**src/rtl/core/acp_pkg.sv**
```systemverilog
// ----------------------------------------------------------------------------
// acp_pkg
// shared types and constants for the box against plane classifier
// ----------------------------------------------------------------------------
package acp_pkg;

	localparam int ADDR_W  = 6;
	localparam int DATA_W  = 64;
	localparam int COORD_W = 16;
	localparam int PROD_W  = 32;
	localparam int DIST_W  = 34;
	localparam int FRAC_W  = 14;
	localparam int SLOTS   = 6;

	// register indexes, one 64-bit register every 8 bytes
	localparam logic [2:0] REG_PLANE_COUNT = 3'd0;
	localparam logic [2:0] REG_PLANE_BASE  = 3'd1;

	localparam logic [2:0] PLANE_COUNT_RESET = 3'd6;

	// result codes
	localparam logic [1:0] SIDE_OUTSIDE   = 2'd0;
	localparam logic [1:0] SIDE_INTERSECT = 2'd1;
	localparam logic [1:0] SIDE_INSIDE    = 2'd2;

	typedef struct packed {
		logic signed [COORD_W-1:0] offset;
		logic signed [COORD_W-1:0] nz;
		logic signed [COORD_W-1:0] ny;
		logic signed [COORD_W-1:0] nx;
	} plane_t;

	typedef struct packed {
		logic signed [COORD_W-1:0] max_z;
		logic signed [COORD_W-1:0] max_y;
		logic signed [COORD_W-1:0] max_x;
		logic signed [COORD_W-1:0] min_z;
		logic signed [COORD_W-1:0] min_y;
		logic signed [COORD_W-1:0] min_x;
	} box_t;

	typedef struct packed {
		logic front;
		logic behind;
	} plane_flags_t;

endpackage

```
**src/rtl/core/acp_regs.sv**
```systemverilog
// ----------------------------------------------------------------------------
// acp_regs
// apb register file: active plane count and the packed plane words
// ----------------------------------------------------------------------------
module acp_regs #(
	parameter int NUM_PLANES = 6
) (
	input  logic                                clk,
	input  logic                                arst_n,
	input  logic                                psel,
	input  logic                                penable,
	input  logic                                pwrite,
	input  logic [acp_pkg::ADDR_W-1:0]          paddr,
	input  logic [acp_pkg::DATA_W-1:0]          pwdata,
	output logic [acp_pkg::DATA_W-1:0]          prdata,
	output logic                                pready,
	output logic [2:0]                          plane_count,
	output acp_pkg::plane_t [NUM_PLANES-1:0]    planes
);
	import acp_pkg::*;

	logic       wr_en;
	logic [2:0] idx;
	logic [2:0] count_q;
	plane_t [NUM_PLANES-1:0] planes_q;

	assign pready = 1'b1;
	assign wr_en  = psel & penable & pwrite;
	assign idx    = paddr[ADDR_W-1:3];

	always_ff @(posedge clk or negedge arst_n) begin
		if (!arst_n) begin
			count_q  <= PLANE_COUNT_RESET;
			planes_q <= '0;
		end else if (wr_en) begin
			if (idx == REG_PLANE_COUNT) begin
				count_q <= pwdata[2:0];
			end
			for (int k = 0; k < NUM_PLANES; k++) begin
				if (idx == REG_PLANE_BASE + 3'(k)) begin
					planes_q[k] <= pwdata;
				end
			end
		end
	end

	always_comb begin
		prdata = '0;
		if (idx == REG_PLANE_COUNT) begin
			prdata = DATA_W'(count_q);
		end
		for (int k = 0; k < NUM_PLANES; k++) begin
			if (idx == REG_PLANE_BASE + 3'(k)) begin
				prdata = planes_q[k];
			end
		end
	end

	assign plane_count = count_q;
	assign planes      = planes_q;

endmodule

```
**config.mk**
```make
export PLATFORM = sky130hd
export DESIGN_NAME = acp_regs
export DESIGN_NICKNAME = d
export VERILOG_FILES = /design/src/rtl/core/acp_pkg.sv /design/src/rtl/core/acp_regs.sv
export SDC_FILE = /design/constraint.sdc
export NUM_CORES = 1
export LEC_CHECK = 0
export BUFFER_PORTS_ARGS = -buffer_cell sky130_fd_sc_hd__buf_2
export CAP_MARGIN = 15
export CORE_AREA = 2 2 203 205
export CTS_BUF_LIST = sky130_fd_sc_hd__clkbuf_4
export DETAILED_ROUTE_END_ITERATION = 8
export DIE_AREA = 0 0 205 207
export MAX_ROUTING_LAYER = met4
export PLACE_DENSITY = 0.66
export SLEW_MARGIN = 20
export SYNTH_ARGS = -nofsm -noshare
export SYNTH_HDL_FRONTEND = slang
export SYNTH_SLANG_ARGS = --single-unit
```
**constraint.sdc**
```tcl
create_clock -name clk -period 3.87 [get_ports clk]
set_input_delay 0.5805 -clock clk [delete_from_list [all_inputs] [get_ports clk]]
set_output_delay 0.5805 -clock clk [all_outputs]
set_load 0.05 [all_outputs]
```
* After elaboration in Yosys (flattened, before gate mapping)
Cells that the tools add are included.
Widths: inputs -> output; s select.
** Word-level totals
- Bits in registers :: 387
- Input port bits :: 75
- Output and inout port bits :: 452
- Word-level logic and storage cells :: 48
** Operators by class
- Equal/unequal tests :: 6
- Muxes and demuxes :: 7
- Bitwise logic cells :: 2
- Reductions and logical operators :: 8
** Operators with widths (number)
- $mux 64 :: 6
- $reduce_and 2->1 :: 7
- $eq 3x3->1 const B :: 3
- $eq 3x2->1 const B :: 2
- $eq 3x1->1 const B :: 1
- $logic_not 3->1 :: 1
- $mux 3 :: 1
- $and 1x1->1 :: 2

* Depth between registers and ports, before layout
- Depth after elaboration :: 8
- Gate-level depth with buffers :: 6
- Gate-level depth less buffers :: 3

* Worst setup path before layout
No wires, ideal clock.
- Path kind :: input to output
- From :: input paddr[4] in the netlist's numbering
- To :: output prdata[17] in the netlist's numbering
- Data arrival time :: 2.249 ns
- Required time :: 3.289 ns
- Setup slack :: 1.041 ns
- Cell stages on the path :: 6
- Buffers on the path :: 3
- Cell sequence :: buf_4 -> buf_4 -> buf_6 -> mux2i_1 -> or2_0 -> a31oi_1
** On the way
- Longest elaborated chain between the ends :: 7
- Elaborated cells between the ends (all ways) :: 12
- Those cells by class :: eq/ne: 6; mux: 6
** RTL lines
- start: declaration :: line acp_regs.sv:13 : input logic [acp_pkg::ADDR_W-1:0] paddr,
- $eq 3x1->1 :: line acp_regs.sv:53 : if (idx == REG_PLANE_BASE + 3'(k)) begin
- $mux 64 (5 in series) :: line acp_regs.sv:53
- $mux 64 * :: line acp_regs.sv:53
- end: declaration :: line acp_regs.sv:15 : output logic [acp_pkg::DATA_W-1:0] prdata,
Every way passes the cells marked *; elsewhere a longest branch is shown, timed or not.

* Worst setup path in the final report
- From :: input paddr[4] in the netlist's numbering
- To :: output prdata[34] in the netlist's numbering
The elaborated chain is that of the path after synthesis.

==> impl_metrics.json <==
{
  "status": "finished, final reports clean",
  "hold_path.class": "in -> reg",
  "required_ns": 3.29,
  "die_x_um": 205,
  "cts_tree": "done",
  "final_common_cell": "buf_2",
  "dp.cells": 2259,
  "synth-main-ff-cell": "dfrtp_1",
  "cellLeakagePower_nw": 11.3,
  "whs_endpoint": "planes[155]$_DFFE_PN0P_",
  "powerDensity_nw_per_um2": 662,
  "fin_cells": 2489,
  "p_total_mw": 15.0,
  "start_kind": "input port",
  "cap_viol_max_count": 0,
  "clock_latency_ns": 0.79,
  "synth-edff-count": 0,
  "path_class": "in -> out",
  "numPortBuffers": 522,
  "worst_slack_ns": 0.702,
  "wl_per_cell_um": 22.7,
  "setup_tns_ns": 0,
  "area_growth_syn_to_layout_pct": 28.1,
  "finalHoldViolCount": 0,
  "hp-start": "pwdata[27]",
  "hpwl_mm": 35.7,
  "syn_inst": 1273,
  "irDropWorstVdd_mv": 0.412,
  "slew_violations": 0,
  "syn_avg_cell_area_um2": 13.9,
  "die_area_um2": 42400,
  "ys_warn_count": 0,
  "vias_per_cell": 5.45,
  "synth_cell_type_count": 26,
  "clkTransAtPathRegs_ns": 0.06,
  "ctsHtreeMaxLevel": 3,
  "worst_slew_pin_slew_ns": 0.858,
  "holdPathStages": 2,
  "rsz0062_at_grt": "false",
  "ant_nets": 0,
  "relSlewSlack_pct": 42.8,
  "r2r_cells": 1,
  "skew_ns": 0,
  "end_kind": "primary output",
  "setup_violations": 0,
  "synthArstFlopShare_pct": 100,
  "grt_usage_pct": 27.2,
  "pre_cts_ws_ns": 0.700,
  "cts_setup_buffers": 0,
  "fin_util_pct": 56.0,
  "drive_gt1_share_pct": 59.3,
  "reg2reg_slack_ns": 3.05,
  "final_cell_mix": "518 x buf_2, 422 x mux2_2, 385 x dfrtp_1",
  "gr-total-overflow": 0,
  "drt-initial-drc-count": 772,
  "drt-total-wl_mm": 56.5,
  "place.gp.congestion": 0.828,
  "cts_made_buffers": 104,
  "period_share_pct": 81.9,
  "grt_pass1_vias": 14200,
  "ys_seq_elements": 387,
  "antenna_found_initial": 4,
  "cts.sinks": 387,
  "die_y_um": 207,
  "start_util_pct": 43.7,
  "ioPinCount": 527,
  "drc": 0,
  "firstDrtPassIters": 5,
  "grt_max_degree": 101,
  "arrival_ns": 2.59,
  "cts-root-buf": "clkbuf_4",
  "ys_seq_area_share_pct": 54.9,
  "critPathMaxFanout": 38,
  "clock.fmax_ghz": 0.316,
  "rr_startpoint": "planes[324]$_DFFE_PN0P_",
  "period_minus_slack_ns": 3.17,
  "synth_fp_nets": 1348,
  "cts_buffer_depth": 3,
  "grt_first_pass_wirelength_mm": 85.8,
  "netlist_area_um2": 17600,
  "vias": 13600,
  "nets": 1946,
  "r2r-end": "planes[324]$_DFFE_PN0P_",
  "core_um2": 40400,
  "fp-row-count": 74
}
-- synth_stat cells (2+ instances only) --
cell type	count	share of area, %
buf_4	12	0.51
a221oi_1	61	3.0
nor2_2	2	0.071
dfrtp_1	385	55
nor2_4	2	0.13
nor2b_1	3	0.11
clkbuf_1	38	0.81
or2_2	24	0.85
mux2_2	422	27
mux2_1	26	1.7
nand2b_1	2	0.071
dfstp_2	2	0.30
a31oi_1	64	2.3
nand2_1	65	1.4
mux2i_1	70	4.0
buf_6	4	0.26
buf_2	41	1.2
or2_0	40	1.4
a22o_1	3	0.15
-- timing repair --
item	CTS	global route
endpoints found under the setup margin	0	0
hold endpoints to repair	190	0
hold buffers	38	0
resized for setup	0	0
-- kinds of logic (layout without fill, tap and decap cells) --
logic type,after synthesis,in the layout,share of synthesized area (%)
AND/OR/NAND/NOR,144,144,4.35
buffers and inverters,95,775,2.74
multiplexers,518,518,32.6
AO/OA/AOI/OAI,128,128,5.44
flip-flops,387,387,54.9
other,1,5,0.0212
-- registers in the layout, summed over array words and instances (netlist names) --
name / flops
plane_count: 3
planes: 384
-- metrics by stage --
step | hold WS, ns | cell area [µm²]
5_1_grt | 0.0269 | 22600
4_1_cts | 0.00000561 | 22600
3_3_place_gp | 0.486 | 20900
6_report | 0.0838 | 22600
3_5_place_dp | 0.497 | 20900
2_1_floorplan | 0.285 | 17600
-- where the power goes --
part,total [mW],switching (mW),internal [mW]
Combinational,5.87,4.34,1.53
Clock,3.64,1.72,1.92
Sequential,5.46,0.612,4.84
Total,15.0,6.68,8.30
-- worst max-delay path by stage --
stage / end / slack, ns / from / cells after the start
2_1_floorplan: prdata[17] / 1.04 / paddr[4] / 6
5_1_grt: prdata[41] / 0.60 / paddr[4] / 6
3_5_place_dp: prdata[37] / 0.70 / paddr[4] / 6
4_1_cts: prdata[37] / 0.69 / paddr[4] / 6
6_report: prdata[34] / 0.70 / paddr[4] / 6
3_3_place_gp: prdata[37] / 0.71 / paddr[4] / 6
-- worst max-delay path: stages --
cell,delay (ns)
buf_6,0.37
buf_4,0.55
mux2_2,0.40
a221oi_1,0.25
a31oi_1,0.10
buf_2,0.25
-- metal layers --
layer  track usage, %  part of all wire (%)  up-vias
met1             32.8                    40     6917
met4             10.6                   2.8        0
met2             42.9                    49      571
li1                 -                     -     5964
met3             8.01                   8.0      109
met5                -                     0        -
-- layout make-up --
class	instances	area, µm²
clock inverters	44	255
multi-input cells	791	7510
fillers	3516	17800
well taps	532	666
flip-flops and latches	387	9690
clock buffers	144	1080
repair buffers	587	3400
diodes	4	10.0
Power figures use the tool's default switching activity.
