## src/rtl/core/acp_pkg.sv

```systemverilog
// ----------------------------------------------------------------------------
// acp_pkg
// shared types and constants for the box against plane classifier
// ----------------------------------------------------------------------------
package acp_pkg;

	localparam int ADDR_W  = 6;
	localparam int DATA_W  = 64;
	localparam int COORD_W = 16;
	localparam int PROD_W  = 32;
	localparam int DIST_W  = 34;
	localparam int FRAC_W  = 14;
	localparam int SLOTS   = 6;

	// register indexes, one 64-bit register every 8 bytes
	localparam logic [2:0] REG_PLANE_COUNT = 3'd0;
	localparam logic [2:0] REG_PLANE_BASE  = 3'd1;

	localparam logic [2:0] PLANE_COUNT_RESET = 3'd6;

	// result codes
	localparam logic [1:0] SIDE_OUTSIDE   = 2'd0;
	localparam logic [1:0] SIDE_INTERSECT = 2'd1;
	localparam logic [1:0] SIDE_INSIDE    = 2'd2;

	typedef struct packed {
		logic signed [COORD_W-1:0] offset;
		logic signed [COORD_W-1:0] nz;
		logic signed [COORD_W-1:0] ny;
		logic signed [COORD_W-1:0] nx;
	} plane_t;

	typedef struct packed {
		logic signed [COORD_W-1:0] max_z;
		logic signed [COORD_W-1:0] max_y;
		logic signed [COORD_W-1:0] max_x;
		logic signed [COORD_W-1:0] min_z;
		logic signed [COORD_W-1:0] min_y;
		logic signed [COORD_W-1:0] min_x;
	} box_t;

	typedef struct packed {
		logic front;
		logic behind;
	} plane_flags_t;

endpackage

```

## src/rtl/core/acp_plane.sv

```systemverilog
// ----------------------------------------------------------------------------
// acp_plane
// one plane lane: corner select and multiply, distance sums, threshold compare
// ----------------------------------------------------------------------------
module acp_plane (
	input  logic                  clk,
	input  logic                  en,
	input  acp_pkg::plane_t       plane,
	input  acp_pkg::box_t         box,
	output acp_pkg::plane_flags_t flags_s3
);
	import acp_pkg::*;

	logic signed [COORD_W-1:0] n      [3];
	logic signed [COORD_W-1:0] lo     [3];
	logic signed [COORD_W-1:0] hi     [3];
	logic signed [PROD_W-1:0]  pmin_s1 [3];
	logic signed [PROD_W-1:0]  pmax_s1 [3];
	logic signed [DIST_W-1:0]  dmin_s2;
	logic signed [DIST_W-1:0]  dmax_s2;
	logic signed [DIST_W-1:0]  thr_s2;

	always_comb begin
		n[0]  = plane.nx;
		n[1]  = plane.ny;
		n[2]  = plane.nz;
		lo[0] = box.min_x;
		lo[1] = box.min_y;
		lo[2] = box.min_z;
		hi[0] = box.max_x;
		hi[1] = box.max_y;
		hi[2] = box.max_z;
	end

	// a zero normal gives zero either way, so the sign bit alone picks the corner
	always_ff @(posedge clk) begin
		if (en) begin
			for (int a = 0; a < 3; a++) begin
				if (!n[a][COORD_W-1]) begin
					pmin_s1[a] <= PROD_W'(n[a]) * PROD_W'(lo[a]);
					pmax_s1[a] <= PROD_W'(n[a]) * PROD_W'(hi[a]);
				end else begin
					pmin_s1[a] <= PROD_W'(n[a]) * PROD_W'(hi[a]);
					pmax_s1[a] <= PROD_W'(n[a]) * PROD_W'(lo[a]);
				end
			end
		end
	end

	always_ff @(posedge clk) begin
		if (en) begin
			dmin_s2 <= DIST_W'(pmin_s1[0]) + DIST_W'(pmin_s1[1]) + DIST_W'(pmin_s1[2]);
			dmax_s2 <= DIST_W'(pmax_s1[0]) + DIST_W'(pmax_s1[1]) + DIST_W'(pmax_s1[2]);
			// offset moved to q.14 and negated
			thr_s2  <= -$signed({{(DIST_W-COORD_W-FRAC_W){plane.offset[COORD_W-1]}},
				plane.offset, {FRAC_W{1'b0}}});
		end
	end

	always_ff @(posedge clk) begin
		if (en) begin
			flags_s3.front  <= dmin_s2 >= thr_s2;
			flags_s3.behind <= dmax_s2 <= thr_s2;
		end
	end

endmodule

```

## config.mk

```make
export PLATFORM = sky130hd
export DESIGN_NAME = acp_plane
export DESIGN_NICKNAME = d
export VERILOG_FILES = /design/src/rtl/core/acp_pkg.sv /design/src/rtl/core/acp_plane.sv
export SDC_FILE = /design/constraint.sdc
export NUM_CORES = 2
export LEC_CHECK = 0
export ABC_AREA = 0
export BUFFER_PORTS_ARGS = -buffer_cell sky130_fd_sc_hd__buf_2
export CAP_MARGIN = 20
export CORE_ASPECT_RATIO = 1.5
export CORE_MARGIN = 2
export CORE_UTILIZATION = 50
export DETAILED_ROUTE_END_ITERATION = 6
export PLACE_DENSITY = 0.66
export SYNTH_ARGS = -nofsm -noshare
export SYNTH_HDL_FRONTEND = slang
export SYNTH_SLANG_ARGS = --single-unit
export TNS_END_PERCENT = 1
```

## constraint.sdc

```tcl
create_clock -name clk -period 8.2 [get_ports clk]
set_input_delay 0.41 -clock clk [delete_from_list [all_inputs] [get_ports clk]]
set_output_delay 0.41 -clock clk [all_outputs]
set_load 0.02 [all_outputs]
```

; ---- Yosys cells after proc, flatten, opt, wreduce, memory -nomap -nowiden
; Memory sizes are Yosys's and may differ from the RTL's.
; Index checks and enable logic that the tools add are counted.
[classes]
bitwise = 6
n_reduce_logical = 0
div_mod_pow = 0
n_addsub = 5
muxes = 24
multipliers = 6
order_cmp = 2
eq_ne = 0
shift = 0
[ops]
columns = cell, n
row1 = $mul A16 B16 Y32, 6
row2 = $mux W32, 6
row3 = $add A33 B32 Y34, 2
row4 = $add A32 B32 Y33, 2
row5 = $ge A34 B34 Y1, 1
row6 = $le A34 B34 Y1, 1
row7 = $neg A30 Y34, 1
row8 = $mux W1, 18
row9 = $or A1 B1 Y1, 6
[word_totals]
out_inout_bits = 2
ramBits = 192
ff_bits = 104
latch_bits = 0
mem_count = 2
mem_bits_ro = 0
[mem_list]
columns = memory, depth, width, read_ports, rd_ports_with_merged_regs, wr, line
row1 = pmax_s1, 3, 32, 3, 0, 3, acp_plane.sv:18  ; logic signed [PROD_W-1:0] pmax_s1 [3];
row2 = pmin_s1, 3, 32, 3, 0, 3, acp_plane.sv:17  ; logic signed [PROD_W-1:0] pmin_s1 [3];

; ---- Logic depth before layout (Yosys ltp)
[depth]
ltp_word = 4
mapped_depth = 26
depth_no_buf = 23

; ---- Worst setup path after synthesis
; No wires, ideal clock.
[synth_timing]
path_kind = input port to flip-flop
startpoint = input plane[15] in the netlist's numbering
endpoint = memory pmin_s1[0][31] (data pin)
t_arrival_ps = 6531
setup_ps = 270
slack_ps = 1399
stages = 22
path_cell_list = clkbuf_1 -> clkbuf_1 -> nand2_1 -> inv_1 -> fa_1 -> fa_1 -> fa_1 -> fa_1 -> fa_1 -> inv_1 -> fa_1 -> inv_1 -> ha_1 -> a21o_1 -> a21o_1 -> a211o_1 -> a211oi_1 -> nor2_1 -> o41ai_1 -> o21ai_0 -> xnor2_1 -> a21oi_1
[synth_lines]
columns = element, line
row1 = from (decl), acp_plane.sv:8  ; input acp_pkg::plane_t plane,
row2 = to (decl), acp_plane.sv:17

==> impl_metrics.csv <==
group,metric,value,unit
synth,synth-adder-area-share,0.5439,
timing,hold_viol_final,0,
floorplan,die_area,151200,um^2
synth,yosysMostFrequentCell,"inv_1",
routing,routedWlPerCell,19.26,um
floorplan,start_util,0.5043,
cts,cts-root-buf,"clkbuf_16",
floorplan,core_area,146800,um^2
floorplan,fp-row-count,172,
worst_hold_path,worst_hold_path_type,"in2reg",
timing,skew,0.01908,ns
routing,dr.pass1.iters,6,
timing,rsz0062_at_grt,"no",
synth,yosysSeqAreaShare,0.1087,
final_layout,syn_to_final_growth,4.792,%
final_layout,nFillCells,13423,
synth,ys_ff_latch,268,
synth,synthXorXnorAreaFrac,0.03100,
critical_path,end_kind,"register",
critical_path,path_cells,"buf_2 -> nand2_1 -> inv_1 -> fa_1 -> fa_1 -> fa_1 -> fa_1 -> fa_1 -> inv_1 -> fa_1 -> inv_1 -> ha_1 -> a21o_1 -> a21o_1 -> a211o_1 -> a211oi_1 -> nor2_1 -> o41ai_1 -> o21ai_0 -> xnor2_1 -> a21oi_1",
floorplan,fp.dieH,475.2,um
synth,synth_cell_types,74,
global_route,grt_pass1_wl,307700,um
timing,fmax,145.3,MHz
routing,wirelength,187100,um
synth,synth_cells,7829,
timing,drv_slew,0,
cts,cts_buffers,31,
global_route,grt_max_degree,128,
floorplan,io_pins,164,
critical_path,critPathArrivalTime,7.20,ns
critical_path,cp-start-kind,"primary input",
timing,setup_viol,0,
timing,setup_tns,0,ns
cts,cts_setup_buffers,0,
timing,period_needed,6.882,ns
cts,clkLatencyLatePin,0.58,ns
synth,synth_mux_area_frac,0.004141,
cts,post_cts_resized,0,
cts,cts_sinks,268,
timing,post-route-period-util,0.8393,
global_route,antenna_found_initial,8,
synth,synth_edf_count,268,
cts,cts.hold.buffers_added,0,
floorplan,die_w,318.2,um
final_layout,drive_gt1_frac,0.03938,
routing,drt_first_iter_violations,3119,
synth,yosysTopAreaCell,"fa_1",
global_route,grtUsageTotal,0.2585,
timing,relSlewSlack,0.3105,
routing,drc_errors,0,
synth,synth_top_family_by_area,"adder cells",
timing,worstMarginPinSlew,1.034,ns
placement,gp_congestion,0.9143,
global_route,grt-ovfl-total,0,
synth,synth-warning-count,0,
routing,num_vias,52259,
critical_path,crit_top_cell,"fa_1",
synth,synth_compound_area_frac,0.06087,
synth,synthFlopType,"edfxtp_1",
synth,synth.area.top_cells,"fa_1 (44%), edfxtp_1 (11%), ha_1 (10%), inv_1 (9.0%), and2_1 (6.3%)",
synth,async_reset_ff_frac,0,
critical_path,cp.required,8.52,ns
routing,ant_nets,0,
synth,synthSimpleGateAreaFrac,0.1463,
cts,cts_tree,"done",
cts,clockBufferDepth,3,
critical_path,slowest_delay,0.92,ns
routing,vias_per_cell,5.381,
run_status,outcome,"completed",
synth,syn_avg_cell_area,9.455,um^2
critical_path,critPathKind,"in2reg",
synth,synth_top_area_share,0.4430,
critical_path,cp_slowest_cell,"fa_1",
placement,hpwl,154100,um
synth,syn_nets,10226,
global_route,grt_pass1_vias,57906,
cts,clk_pin_slew,0.07,ns
cts,cts_htree_levels,1,
synth,syn-cell-area,74020,um^2
synth,ys_top_cells_by_count,"inv_1 (1779), fa_1 (1638), nand2_1 (1092)",
run,maxCapViolCount,0,
placement,io_buffers,163,
final_layout,final_nets,10168,
critical_path,crit_fanout,24,
-- logic make-up (layout without fill, tap and decap cells) --
kind of cell	after synthesis	in the layout
mux	29	29
buf+inv	2071	2037
simple gates	2257	2257
flops	268	268
fa+ha+maj	2235	2235
compound gates	707	707
xor+xnor	262	262
other cells	0	3
-- layout make-up --
class,instances,area (um^2),area share
well taps,1914,2395,0.03087
clock inverters,25,309.0,0.003984
multi-input cells,5490,58210,0.7504
clock buffers,32,779.5,0.01005
repair buffers,201,1144,0.01474
flip-flops and latches,268,8048,0.1037
diodes,3,7.507,0.00009678
inverters,1779,6678,0.08609
-- placed cells by master (no fill, tap or decap), drive strengths merged, types with 13 or more instances in the layout --
master / instances
a21o: 82
nor2: 202
and2: 751
xnor2: 188
fa: 1638
o21a: 39
nand2: 1092
mux2: 13
nor2b: 17
edfxtp: 268
o21bai: 23
nand2b: 49
a31oi: 19
a21oi: 180
xor2: 74
nor3: 32
a211oi: 35
o211ai: 22
or2: 13
clkbuf: 32
o21ai: 202
ha: 597
mux2i: 16
and3: 16
nand3: 29
inv: 1784
nand4: 22
buf: 201
-- worst paths after layout --
| check | startpoint | slack (ns) | cells past startpoint | end |
|---|---|---|---|---|
| min reg2reg | pmax_s1[1][1]$_DFFE_PP_ | 0.79 | 2 | dmax_s2[1]$_DFFE_PP_ |
| min | plane[48] | 0.07 | 1 | thr_s2[14]$_DFFE_PP_ |
| max reg2reg | pmax_s1[0][1]$_DFFE_PP_ | 3.94 | 14 | dmax_s2[31]$_DFFE_PP_ |
| max | plane[15] | 1.32 | 21 | pmin_s1[0][31]$_DFFE_PP_ |
-- sequential cells by signal, indices dropped and copies added (netlist names) --
| name | count |
|---|---|
| pmin_s1 | 96 |
| dmin_s2 | 20 |
| dmax_s2 | 34 |
| flags_s3 | 2 |
| thr_s2 | 20 |
| pmax_s1 | 96 |
-- routing by layer --
metal / wire length, um / GRT usage
met2: 97090 / 0.4676
met3: 8219 / 0.02428
met5: 58 / 0
met1: 72860 / 0.3178
met4: 8871 / 0.1039
-- stage by stage --
step / setup slack (ns) / instance area (um^2) / hold WS [ns] / cells / util
final: 1.318 / 77570 / 0.07065 / 9712 / 0.5285
after global routing: 0.8448 / 77560 / 0.06797 / 9709 / 0.5285
after CTS: 1.305 / 77530 / 0.04377 / 9708 / 0.5283
after detailed placement: 0.7507 / 76450 / 0.6517 / 9651 / 0.5209
after global placement: 0.8304 / 76450 / 0.6703 / 9651 / 0.5209
after floorplan: 1.399 / 74020 / 0.5089 / 7829 / -
-- worst max-delay path, delay by kind of cell --
family | cells | cell delay [ns]
adder cells (fa/ha/maj) | 7 | 3.81
AO/OA/AOI/OAI | 7 | 1.74
buffers and inverters | 4 | 0.68
AND/OR/NAND/NOR | 2 | 0.29
XOR/XNOR | 1 | 0.25
Power is not shown: default switching activity piles up to over one toggle a cycle in this logic, so the estimate is an artifact.
